File: src/hw/rtl/cptw_pkg.sv
// cptw_pkg: shared types, field widths and codes of the critical path time window unit
// no dependencies; imported by the controller, the datapath and the top level
package cptw_pkg;

    localparam int OP_W   = 2;
    localparam int IDX_W  = 8;
    localparam int FT_W   = 16;
    localparam int LAG_W  = 16;
    localparam int ST_W   = 2;
    localparam int CFG_W  = 9;
    localparam int EDGE_W = 32;

    // edge word layout
    localparam int SRC_LSB = 0;
    localparam int TGT_LSB = 8;
    localparam int LAG_LSB = 16;

    localparam logic [CFG_W-1:0] JOBS_RESET = 9'd256;

    typedef enum logic [OP_W-1:0] {
        IN_LOAD = 2'd0,
        IN_EDGE = 2'd1,
        IN_RUN  = 2'd2,
        IN_READ = 2'd3
    } t_in_op;

    typedef enum logic [ST_W-1:0] {
        ST_OK     = 2'd0,
        ST_INFEAS = 2'd1,
        ST_CYCLE  = 2'd2,
        ST_OVF    = 2'd3
    } t_status;

    typedef enum logic [4:0] {
        DP_IDLE     = 5'd0,
        DP_RD_A     = 5'd1,
        DP_RD_B     = 5'd2,
        DP_INIT_RD  = 5'd3,
        DP_INIT_WR  = 5'd4,
        DP_CNT_RD   = 5'd5,
        DP_CNT_CHK  = 5'd6,
        DP_CNT_WR   = 5'd7,
        DP_SEED_RD  = 5'd8,
        DP_SEED_WR  = 5'd9,
        DP_KHD_RD   = 5'd10,
        DP_KHD_V    = 5'd11,
        DP_KE_RD    = 5'd12,
        DP_KE_CHK   = 5'd13,
        DP_KE_WR    = 5'd14,
        DP_FWD_TRD  = 5'd15,
        DP_FWD_SRD  = 5'd16,
        DP_FWD_SV   = 5'd17,
        DP_FE_RD    = 5'd18,
        DP_FE_CHK   = 5'd19,
        DP_FE_WR    = 5'd20,
        DP_BWD_TRD  = 5'd21,
        DP_BWD_VRD  = 5'd22,
        DP_BWD_V    = 5'd23,
        DP_BE_RD    = 5'd24,
        DP_BE_CHK   = 5'd25,
        DP_BE_CALC  = 5'd26,
        DP_BWD_WB   = 5'd27,
        DP_DONE     = 5'd28
    } t_dp_op;

    typedef struct packed {
        t_dp_op op;
        logic   accept;
    } t_cmd;

    typedef struct packed {
        logic k_end;
        logic v_last;
        logic v_zero;
        logic q_empty;
        logic topo_full;
        logic hit_in;
        logic hit_src;
        logic out_free;
    } t_stat;

endpackage

File: src/hw/rtl/cptw_ctrl.sv
// cptw_ctrl: sequencer of the unit, walks the run phases and the read and write transactions
// depends on cptw_pkg for command and status types
module cptw_ctrl import cptw_pkg::*; (
    input  logic              i_clk,
    input  logic              i_rst_n,
    input  logic              i_in_valid,
    input  logic [OP_W-1:0]   i_operation,
    input  t_stat             i_stat,
    output logic              o_in_ready,
    output t_cmd              o_cmd
);

    typedef enum logic [28:0] {
        S_IDLE     = (29'd1 << 0),
        S_RD_A     = (29'd1 << 1),
        S_RD_B     = (29'd1 << 2),
        S_INIT_RD  = (29'd1 << 3),
        S_INIT_WR  = (29'd1 << 4),
        S_CNT_RD   = (29'd1 << 5),
        S_CNT_CHK  = (29'd1 << 6),
        S_CNT_WR   = (29'd1 << 7),
        S_SEED_RD  = (29'd1 << 8),
        S_SEED_WR  = (29'd1 << 9),
        S_KHD_RD   = (29'd1 << 10),
        S_KHD_V    = (29'd1 << 11),
        S_KE_RD    = (29'd1 << 12),
        S_KE_CHK   = (29'd1 << 13),
        S_KE_WR    = (29'd1 << 14),
        S_FWD_TRD  = (29'd1 << 15),
        S_FWD_SRD  = (29'd1 << 16),
        S_FWD_SV   = (29'd1 << 17),
        S_FE_RD    = (29'd1 << 18),
        S_FE_CHK   = (29'd1 << 19),
        S_FE_WR    = (29'd1 << 20),
        S_BWD_TRD  = (29'd1 << 21),
        S_BWD_VRD  = (29'd1 << 22),
        S_BWD_V    = (29'd1 << 23),
        S_BE_RD    = (29'd1 << 24),
        S_BE_CHK   = (29'd1 << 25),
        S_BE_CALC  = (29'd1 << 26),
        S_BWD_WB   = (29'd1 << 27),
        S_DONE     = (29'd1 << 28)
    } t_state;

    t_state r_state, n_state;
    logic   accept;

    assign o_in_ready = (r_state == S_IDLE);
    assign accept     = i_in_valid && o_in_ready;

    always_comb begin
        n_state = r_state;
        unique case (r_state)
            S_IDLE: begin
                if (accept && (t_in_op'(i_operation) == IN_RUN)) n_state = S_INIT_RD;
                else if (accept && (t_in_op'(i_operation) == IN_READ)) n_state = S_RD_A;
            end
            S_RD_A:    n_state = S_RD_B;
            S_RD_B:    if (i_stat.out_free) n_state = S_IDLE;
            S_INIT_RD: n_state = S_INIT_WR;
            S_INIT_WR: n_state = i_stat.v_last ? S_CNT_RD : S_INIT_RD;
            S_CNT_RD:  n_state = i_stat.k_end ? S_SEED_RD : S_CNT_CHK;
            S_CNT_CHK: n_state = i_stat.hit_in ? S_CNT_WR : S_CNT_RD;
            S_CNT_WR:  n_state = S_CNT_RD;
            S_SEED_RD: n_state = S_SEED_WR;
            S_SEED_WR: n_state = i_stat.v_last ? S_KHD_RD : S_SEED_RD;
            S_KHD_RD: begin
                if (!i_stat.q_empty) n_state = S_KHD_V;
                else if (i_stat.topo_full) n_state = S_FWD_TRD;
                else n_state = S_DONE;
            end
            S_KHD_V:   n_state = S_KE_RD;
            S_KE_RD:   n_state = i_stat.k_end ? S_KHD_RD : S_KE_CHK;
            S_KE_CHK:  n_state = i_stat.hit_src ? S_KE_WR : S_KE_RD;
            S_KE_WR:   n_state = S_KE_RD;
            S_FWD_TRD: n_state = S_FWD_SRD;
            S_FWD_SRD: n_state = S_FWD_SV;
            S_FWD_SV:  n_state = S_FE_RD;
            S_FE_RD: begin
                if (!i_stat.k_end) n_state = S_FE_CHK;
                else if (i_stat.v_last) n_state = S_BWD_TRD;
                else n_state = S_FWD_TRD;
            end
            S_FE_CHK:  n_state = i_stat.hit_src ? S_FE_WR : S_FE_RD;
            S_FE_WR:   n_state = S_FE_RD;
            S_BWD_TRD: n_state = S_BWD_VRD;
            S_BWD_VRD: n_state = S_BWD_V;
            S_BWD_V:   n_state = S_BE_RD;
            S_BE_RD:   n_state = i_stat.k_end ? S_BWD_WB : S_BE_CHK;
            S_BE_CHK:  n_state = i_stat.hit_src ? S_BE_CALC : S_BE_RD;
            S_BE_CALC: n_state = S_BE_RD;
            S_BWD_WB:  n_state = i_stat.v_zero ? S_DONE : S_BWD_TRD;
            S_DONE:    if (i_stat.out_free) n_state = S_IDLE;
            default:   n_state = S_IDLE;
        endcase
    end

    always_comb begin
        o_cmd.accept = accept;
        unique case (r_state)
            S_IDLE:    o_cmd.op = DP_IDLE;
            S_RD_A:    o_cmd.op = DP_RD_A;
            S_RD_B:    o_cmd.op = DP_RD_B;
            S_INIT_RD: o_cmd.op = DP_INIT_RD;
            S_INIT_WR: o_cmd.op = DP_INIT_WR;
            S_CNT_RD:  o_cmd.op = DP_CNT_RD;
            S_CNT_CHK: o_cmd.op = DP_CNT_CHK;
            S_CNT_WR:  o_cmd.op = DP_CNT_WR;
            S_SEED_RD: o_cmd.op = DP_SEED_RD;
            S_SEED_WR: o_cmd.op = DP_SEED_WR;
            S_KHD_RD:  o_cmd.op = DP_KHD_RD;
            S_KHD_V:   o_cmd.op = DP_KHD_V;
            S_KE_RD:   o_cmd.op = DP_KE_RD;
            S_KE_CHK:  o_cmd.op = DP_KE_CHK;
            S_KE_WR:   o_cmd.op = DP_KE_WR;
            S_FWD_TRD: o_cmd.op = DP_FWD_TRD;
            S_FWD_SRD: o_cmd.op = DP_FWD_SRD;
            S_FWD_SV:  o_cmd.op = DP_FWD_SV;
            S_FE_RD:   o_cmd.op = DP_FE_RD;
            S_FE_CHK:  o_cmd.op = DP_FE_CHK;
            S_FE_WR:   o_cmd.op = DP_FE_WR;
            S_BWD_TRD: o_cmd.op = DP_BWD_TRD;
            S_BWD_VRD: o_cmd.op = DP_BWD_VRD;
            S_BWD_V:   o_cmd.op = DP_BWD_V;
            S_BE_RD:   o_cmd.op = DP_BE_RD;
            S_BE_CHK:  o_cmd.op = DP_BE_CHK;
            S_BE_CALC: o_cmd.op = DP_BE_CALC;
            S_BWD_WB:  o_cmd.op = DP_BWD_WB;
            S_DONE:    o_cmd.op = DP_DONE;
            default:   o_cmd.op = DP_IDLE;
        endcase
    end

    always_ff @(posedge i_clk) begin
        if (!i_rst_n) begin
            r_state <= S_IDLE;
        end else begin
            r_state <= n_state;
        end
    end

endmodule

File: config.mk
export PLATFORM = sky130hd
export DESIGN_NAME = cptw_ctrl
export DESIGN_NICKNAME = d
export VERILOG_FILES = /design/src/hw/rtl/cptw_pkg.sv /design/src/hw/rtl/cptw_ctrl.sv
export SDC_FILE = /design/constraint.sdc
export NUM_CORES = 1
export LEC_CHECK = 0
export ABC_AREA = 1
export BUFFER_PORTS_ARGS = -buffer_cell sky130_fd_sc_hd__buf_2
export CAP_MARGIN = 20
export CORE_MARGIN = 2
export CORE_UTILIZATION = 40
export CTS_CLUSTER_DIAMETER = 150
export DETAILED_ROUTE_END_ITERATION = 6
export PLACE_DENSITY = 0.64
export SLEW_MARGIN = 20
export SYNTH_ARGS = -nofsm -noshare
export SYNTH_HDL_FRONTEND = slang
export SYNTH_SLANG_ARGS = --single-unit
File: constraint.sdc
create_clock -name i_clk -period 1.6 [get_ports i_clk]
set_input_delay 0.24 -clock i_clk [delete_from_list [all_inputs] [get_ports i_clk]]
set_output_delay 0.24 -clock i_clk [all_outputs]
set_load 0.005 [all_outputs]
### Yosys cells after proc, flatten, opt, wreduce, memory -nomap -nowiden

Cells that the tools add are included.

* $add $sub $neg: 0
* multipliers: 0
* divide/modulo/power cells: 0
* $lt $le $gt $ge: 0
* equality and inequality tests: 33
* shifts and indexed selects: 0
* muxes and demuxes: 19
* bitwise gates (word level): 0
* reductions and logical operators: 8

Operators with widths (count)
* one-hot mux 29 bit (25 select lines): 1
* two-way mux 29 bit: 6
* one-hot mux 5 bit (28 select lines): 1
* two-way mux 22 bit: 2
* equality test 29 x 1 -> 1 bit, second input constant: 1
* equality test 29 x 10 -> 1 bit, second input constant: 1
* equality test 29 x 11 -> 1 bit, second input constant: 1
* equality test 29 x 12 -> 1 bit, second input constant: 1
* equality test 29 x 13 -> 1 bit, second input constant: 1
* equality test 29 x 14 -> 1 bit, second input constant: 1
* equality test 29 x 15 -> 1 bit, second input constant: 1
* equality test 29 x 16 -> 1 bit, second input constant: 1
* equality test 29 x 17 -> 1 bit, second input constant: 1
* equality test 29 x 18 -> 1 bit, second input constant: 1
* equality test 29 x 19 -> 1 bit, second input constant: 1
* equality test 29 x 2 -> 1 bit, second input constant: 1
* equality test 29 x 20 -> 1 bit, second input constant: 1
* equality test 29 x 21 -> 1 bit, second input constant: 1
* equality test 29 x 22 -> 1 bit, second input constant: 1
* equality test 29 x 23 -> 1 bit, second input constant: 1
* equality test 29 x 24 -> 1 bit, second input constant: 1
* equality test 29 x 25 -> 1 bit, second input constant: 1
* equality test 29 x 26 -> 1 bit, second input constant: 1
* equality test 29 x 27 -> 1 bit, second input constant: 1
* 24 further kinds: 30

* flip-flop bits (word level): 29
* bits in latches: 0
* memory bits (writable): 0
* bits in read-only memories: 0
* output and inout bits: 7
* memories: 0

### Logic depth before layout (Yosys ltp)

Gate-level depths: netlist (run 1).

* depth after elaboration: 6
* mapped depth: 12
* depth with buffers taken out: 12

### Least setup slack after synthesis (run 1)

No wires, ideal clock.

* path type: reg2out
* start point: register r_state[12]
* end point: output port o_cmd[5] in the netlist's numbering
* arrival time: 1425 ps
* required time: 1360 ps
* path slack: -65 ps
* stages on the path, launching flop included: 10
* path buffers: 0
* cell sequence: dfxtp_1 > nor2_2 > nand2_2 > nor2_4 > nand2_4 > nor3_4 > nand3_1 > nand3_1 > nor2_1 > nand3_1

RTL lines
* from (decl): line cptw_ctrl.sv:45 `t_state r_state, n_state;`
* from (signal assigned): line cptw_ctrl.sv:138 `r_state <= n_state;`
* to (decl): line cptw_ctrl.sv:10 `output t_cmd o_cmd`

==> results of run 1 <==
## final cells by class
type                            instances  area, um^2  share of cell area [%]
Clock buffer                            8        80.1                    2.09
Tap cell                               72        90.1                    2.35
Inverter                               51         196                    5.12
Timing Repair Buffer                  135        1080                    28.1
Multi-Input combinational cell        258        1780                    46.3
Sequential cell                        29         618                    16.1
## per-stage QoR
stage | setup slack (ns) | std cells | instance area (um^2) | utilization (%) | setup TNS [ns]
after floorplan | -0.0307 | 344 | 2240 | - | -0.0852
after global placement | -0.264 | 525 | 3120 | 57.8 | -3.03
after detailed placement | -0.280 | 525 | 3120 | 57.8 | -3.61
after CTS | -0.553 | 549 | 3430 | 63.4 | -5.75
after global routing | -0.761 | 553 | 3840 | 71.0 | -8.89
final | -0.675 | 553 | 3840 | 71.0 | -6.70
## cells in the final DEF (no fill, tap or decap), types with 3 or more instances in the layout
cell	synthesis	routed
nand2_4	5	10
inv_2	2	10
clkbuf_1	2	3
buf_6	2	22
nor2_4	11	28
nand3_1	42	29
nor2_1	68	51
nand3_4	0	4
clkbuf_8	0	5
nand2_1	53	39
nand3_2	2	11
dfxtp_2	0	27
nor2_8	3	3
nor4_2	1	3
a21oi_1	7	4
nor4_1	5	3
nand2_2	4	13
nor2_2	12	12
o21ai_1	4	4
buf_4	1	94
inv_1	49	39
a21oi_2	0	3
nor3_2	0	6
buf_2	1	17
nor3_1	19	12
nand4_1	5	5
## power by group through the flow
stage	clock, mW	sequential [mW]	combinational (mW)
2_1_floorplan	0	0.811	0.823
3_3_place_gp	0	0.810	1.46
3_5_place_dp	0	0.813	1.49
4_1_cts	0.598	0.803	1.66
5_1_grt	0.635	0.814	2.21
6_report	0.591	0.810	2.09
## worst min-delay path by stage
stage                        endpoint  slack (ns)  depth (start not counted)
after CTS                 r_state[11]        0.14                          2
after floorplan           r_state[11]        0.32                          1
after detailed placement  r_state[11]        0.45                          2
final                     r_state[11]        0.15                          2
after global routing      r_state[11]        0.14                          2
after global placement    r_state[11]        0.46                          2
## logic make-up (layout without fill, tap and decap cells)
| logic type | after synthesis | count (layout) | synth area share, % |
|---|---|---|---|
| buffers and inverters | 58 | 194 | 10.8 |
| AO/OA/AOI/OAI | 19 | 19 | 5.04 |
| flip-flops | 29 | 29 | 26.3 |
| AND/OR/NAND/NOR | 238 | 239 | 57.9 |
## worst max-delay path, cell delays in order, from the launching register on
cell	delay, ns
dfxtp_2	0.33
nor2_4	0.13
nand2_4	0.10
nor2_8	0.21
nand2_8	0.11
inv_2	0.10
buf_4	0.11
nand4_1	0.19
nand3_1	0.15
nor3_1	0.07
nand3_1	0.12
buf_2	0.12
## layer usage
layer	vias to the layer above	GRT usage [%]	share of wire, %
li1	1373	-	-
met1	1356	28.5	38
met2	135	43.9	52
met3	40	4.14	6.7
met4	0	8.07	3.6
met5	-	0	0
## timing repair
action / in CTS / in global routing
gates resized for setup: 39 / 105
pin swaps: 23 / 44
cloned: 1 / 0
setup buffers: 15 / 7
endpoints found under the setup margin: 22 / 30
==> results.ini, run 1 <==
[run_status]
status = complete, but fails checks
violations = setup timing

[cts]
cts_tree = done
htreeDepth = 2
numClockSinks = 29
numCtsBuffers = 5
clockBufferDepth = 2
cts-root-buf = clkbuf_8
clk_pin_slew_ns = 0.06
worstSkewPairLatency_ns = 0.29
cts_hold_buf = 0

[pwr]
power_mw = 3.49
p_comb_share_pct = 59.9
intPower_mw = 2.07
power_leakage_nw = 1.85
p_per_area_mw_per_mm2 = 909
switching_share_pct = 40.6
sequentialPowerShare_pct = 23.2
ir_worst_vdd_mv = 0.996
clock_power_share_pct = 16.9
power.switching_mw = 1.42

[routing]
via_per_inst = 5.25
via_count = 2904
firstDrtPassIters = 5
ant_nets = 0
drc = 0
wl_mm = 8.32
post_drt_wl_per_cell_um = 15.0
drt_iter0_drc = 214

[floorplan]
die_x_um = 78.3
coreArea_mm2 = 0.00541
start_util_pct = 40.9
die_area_mm2 = 0.00613
core.rowCount = 27
die_y_um = 78.3
ios = 20

[cells_and_area]
nets = 493
largest_register_ffs = 29
antenna_cells = 0
largest_register = r_state
layout-drive-gt1-share_pct = 58.8
area_growth_syn_to_layout_pct = 73.8
nFillCells = 399
largestRegisters = r_state: 29 flops

[global_route]
grt.total_usage_pct = 24.1
grt_max_degree = 16
grt_pass1_wl_mm = 11.7
overflow = 0
antenna_found_initial = 0
grt_pass1_vias = 2645

[timing]
slew_viol_final = 0
hold_slack_ns = 0.148
tightest_slew_ns = 0.423
finalCriticalPeriod_ns = 2.27
relSlewSlack_pct = 71.6
rsz0062_at_grt = true
fin_ws_ns = -0.675
hold_violations = 0
skew_ns = 0.00507
fmax_mhz = 440
timing.final.crit_share_pct = 142
setup_viol = 22

[place]
portBuffers = 19
place.gp.congestion = 0.888
hpwlAfterDp_mm = 5.36

[critical_path]
rr_worst_depth = 13
cp.arrival_ns = 2.03
crit_fanout = 7
cp.required_ns = 1.36
r2r_start = r_state[18]
cp-end-kind = output pin
regToRegSetupSlack_ns = -0.33
start_kind = flip-flop
startpoint = r_state[18]
endpoint = o_cmd[2]
r2r-end = r_state[21]
setup.worst_path.class = flip-flop to output pin

[synthesis]
ys_warn_count = 0
synth_area_leaders = dfxtp_1 26%, nor2_1 12%, nand3_1 9.5%, nand2_1 9.0%, inv_1 8.3%
synthCells = 344
yosysTopAreaCellShare_pct = 26.3
synth_edf_count = 0
async_flop_share_pct = 0
yosysMostFrequentCell = nor2_1
ys_types = 36
synth_top_area_cell = dfxtp_1
ys.flop_type = dfxtp_1
ys_ff_latch = 29
synth_fp_nets = 357
ys_seq_area_share_pct = 26.3
ys_top_cells_by_count = 68 x nor2_1, 53 x nand2_1, 49 x inv_1
syn-mean-instance-area_um2 = 6.42
syn_area_mm2 = 0.00221

[worst_hold_path]
min_from = i_stat[4]
min_path_type = primary input to flip-flop

[run]
max-cap-violations = 0

Power figures use the tool's default switching activity.
==> run 2, diff against run 1 <==
--- a/config.mk
+++ b/config.mk
@@ -12,7 +12,7 @@
 export CORE_UTILIZATION = 40
 export CTS_CLUSTER_DIAMETER = 150
 export DETAILED_ROUTE_END_ITERATION = 6
-export PLACE_DENSITY = 0.64
+export PLACE_DENSITY = 0.61
 export SLEW_MARGIN = 20
 export SYNTH_ARGS = -nofsm -noshare
 export SYNTH_HDL_FRONTEND = slang
==> constraint.sdc (replaced) <==
create_clock -name i_clk -period 2.7 [get_ports i_clk]
set_input_delay 0.405 -clock i_clk [delete_from_list [all_inputs] [get_ports i_clk]]
set_output_delay 0.405 -clock i_clk [all_outputs]
set_load 0.005 [all_outputs]
==> run 2 against run 1 <==
- the run now ends clean
- setup slack gained 0.79 ns
- clock power decreased by 39%
- sequential cell count stayed put
- sequential share of layout area rose by 7.2 points
- critical path depth stayed put
- highest routed layer unchanged
- first-iteration DRC count is 33% lower
- combinational power is 70% lower
- core utilization decreased by 25 points
- wire length shrank 34%
==> results.ini, run 2 (same netlist as run 1, synthesis figures left out) <==
[cts]
worstSkewPairLatency_ns = 0.28  ; about the same
numCtsBuffers = 5  ; unchanged
cts_hold_buf = 0  ; unchanged
clk_pin_slew_ns = 0.06  ; about the same
numClockSinks = 29  ; unchanged
cts_tree = done
clockBufferDepth = 2  ; unchanged
htreeDepth = 2  ; unchanged
cts-root-buf = clkbuf_8

[place]
pre_cts_ws_ns = 0.310  ; +0.590 ns
portBuffers = 19  ; unchanged
place.gp.congestion = 0.900  ; +1.4%
placed_area_mm2 = 0.00235  ; -25%
hpwlAfterDp_mm = 4.38  ; -18%

[critical_path]
setup.worst_path.class = flip-flop to output pin
cp.arrival_ns = 2.18  ; +0.15 ns
cp-end-kind = output pin
start_kind = flip-flop
crit_path_top_delay_cell = dfxtp_1
cp.required_ns = 2.30  ; +0.94 ns
crit_path_max_incr_delay_ns = 0.34  ; about the same
regToRegSetupSlack_ns = 0.82  ; +1.15 ns
crit_buf_inv = 2  ; -1
critical_path.cell_chain = nor2_2, nand2_2, nor2_4, nand2_4, nor3_4, buf_4, nand3_2, nand2_1, nor2_1, nand3_1, buf_2
crit_fanout = 13  ; +6
crit_family = simple AND/OR/NAND/NOR gates

[timing]
timing.final.crit_share_pct = 95.7
fmax_mhz = 387
hold_violations = 0  ; unchanged
tightest_slew_ns = 0.792  ; +0.369 ns
finalSetupTns_ns = 0  ; +6.70 ns
relSlewSlack_pct = 47.1  ; -24 points
rsz0062_at_grt = false
finalCriticalPeriod_ns = 2.58
fin_ws_ns = 0.117  ; +0.791 ns
slew_viol_final = 0  ; unchanged
skew_ns = 0.00376  ; -0.00132 ns
setup_viol = 0  ; -100%

[routing]
drc = 0  ; unchanged
firstDrtPassIters = 4  ; -1
ant_nets = 0  ; unchanged
post_drt_wl_per_cell_um = 12.6  ; -16%
wl_mm = 5.53  ; -34%
drt_iter0_drc = 143  ; -33%
via_per_inst = 4.99  ; -5.0%
via_count = 2194  ; -24%

[cells_and_area]
largest_register_ffs = 29  ; unchanged
nFillCells = 598  ; +50%
largest_register = r_state
fin_area_mm2 = 0.00249  ; -35%
layout_common_cells = 68 x nor2_1, 53 x nand2_1, 49 x inv_1
largestRegisters = r_state: 29 flops
area_growth_syn_to_layout_pct = 12.7
nets = 381  ; -23%
seq_area_um2 = 581  ; -6.1%
multiInputGateArea_mm2 = 0.00140  ; -21%
antenna_cells = 0  ; unchanged
utilization_pct = 46.0  ; -25 points
layout_commonest_cell = nor2_1
layout-drive-gt1-share_pct = 20.4  ; -38 points

[global_route]
grt_pass1_wl_mm = 9.43  ; -19%
grt_pass1_vias = 2067  ; -22%
antenna_found_initial = 0  ; unchanged
grt_max_degree = 23  ; +7
grt.total_usage_pct = 19.5  ; -4.6 points
overflow = 0  ; unchanged

[floorplan]
ios = 20  ; unchanged
die_y_um = 78.3  ; unchanged
die_area_mm2 = 0.00613  ; unchanged
start_util_pct = 40.9  ; unchanged
core.rowCount = 27  ; unchanged
die_x_um = 78.3  ; unchanged
coreArea_mm2 = 0.00541  ; unchanged

[run]
max-cap-violations = 0  ; unchanged

[run_status]
status = completed

[pwr]
p_per_area_mw_per_mm2 = 589  ; -35%
power_leakage_nw = 1.16  ; -37%
ir_worst_vdd_mv = 0.376  ; -62%
power_mw = 1.47  ; -58%

[worst_hold_path]
min_path_type = primary input to flip-flop

==> run 2: layout make-up <==
cell class,instances,area share (%)
multi-input combinational,257,56.1
sequential,29,23.3
inverter,51,7.69
timing repair buffer,24,5.83
tap,72,3.62
clock buffer,7,3.47
==> run 2: power by group <==
| group | switching [mW] | internal, mW |
|---|---|---|
| combinational | 0.411 | 0.219 |
| clock | 0.159 | 0.202 |
| sequential | 0.0241 | 0.451 |
| total | 0.594 | 0.872 |
==> run 2: what timing repair did <==
item,4_1_cts,5_1_grt
endpoints found under the setup margin,1,5
setup buffers,2,3
endpoints found under the hold margin,0,0
pin swaps,1,2
gates resized for setup,0,1
==> run 2: path summary, 6_finish.rpt <==
path	startpoint	endpoint	cells after the start
min	i_stat[4]	r_state[11]	2
max reg2reg	r_state[8]	r_state[21]	12
max	r_state[8]	o_cmd[5]	11
min reg2reg	r_state[2]	r_state[2]	2
==> run 2: through the flow <==
stage	hold slack, ns	instances
5_1_grt	0.329	440
3_3_place_gp	0.543	428
3_5_place_dp	0.536	428
4_1_cts	0.319	437
2_1_floorplan	0.483	344
6_report	0.317	440
==> run 2: layer usage <==
metal / part of all wire (%) / track usage (%)
met1: 47 / 25.7
met2: 47 / 32.5
met3: 4.9 / 3.68
met4: 1.2 / 5.79
met5: 0 / 0
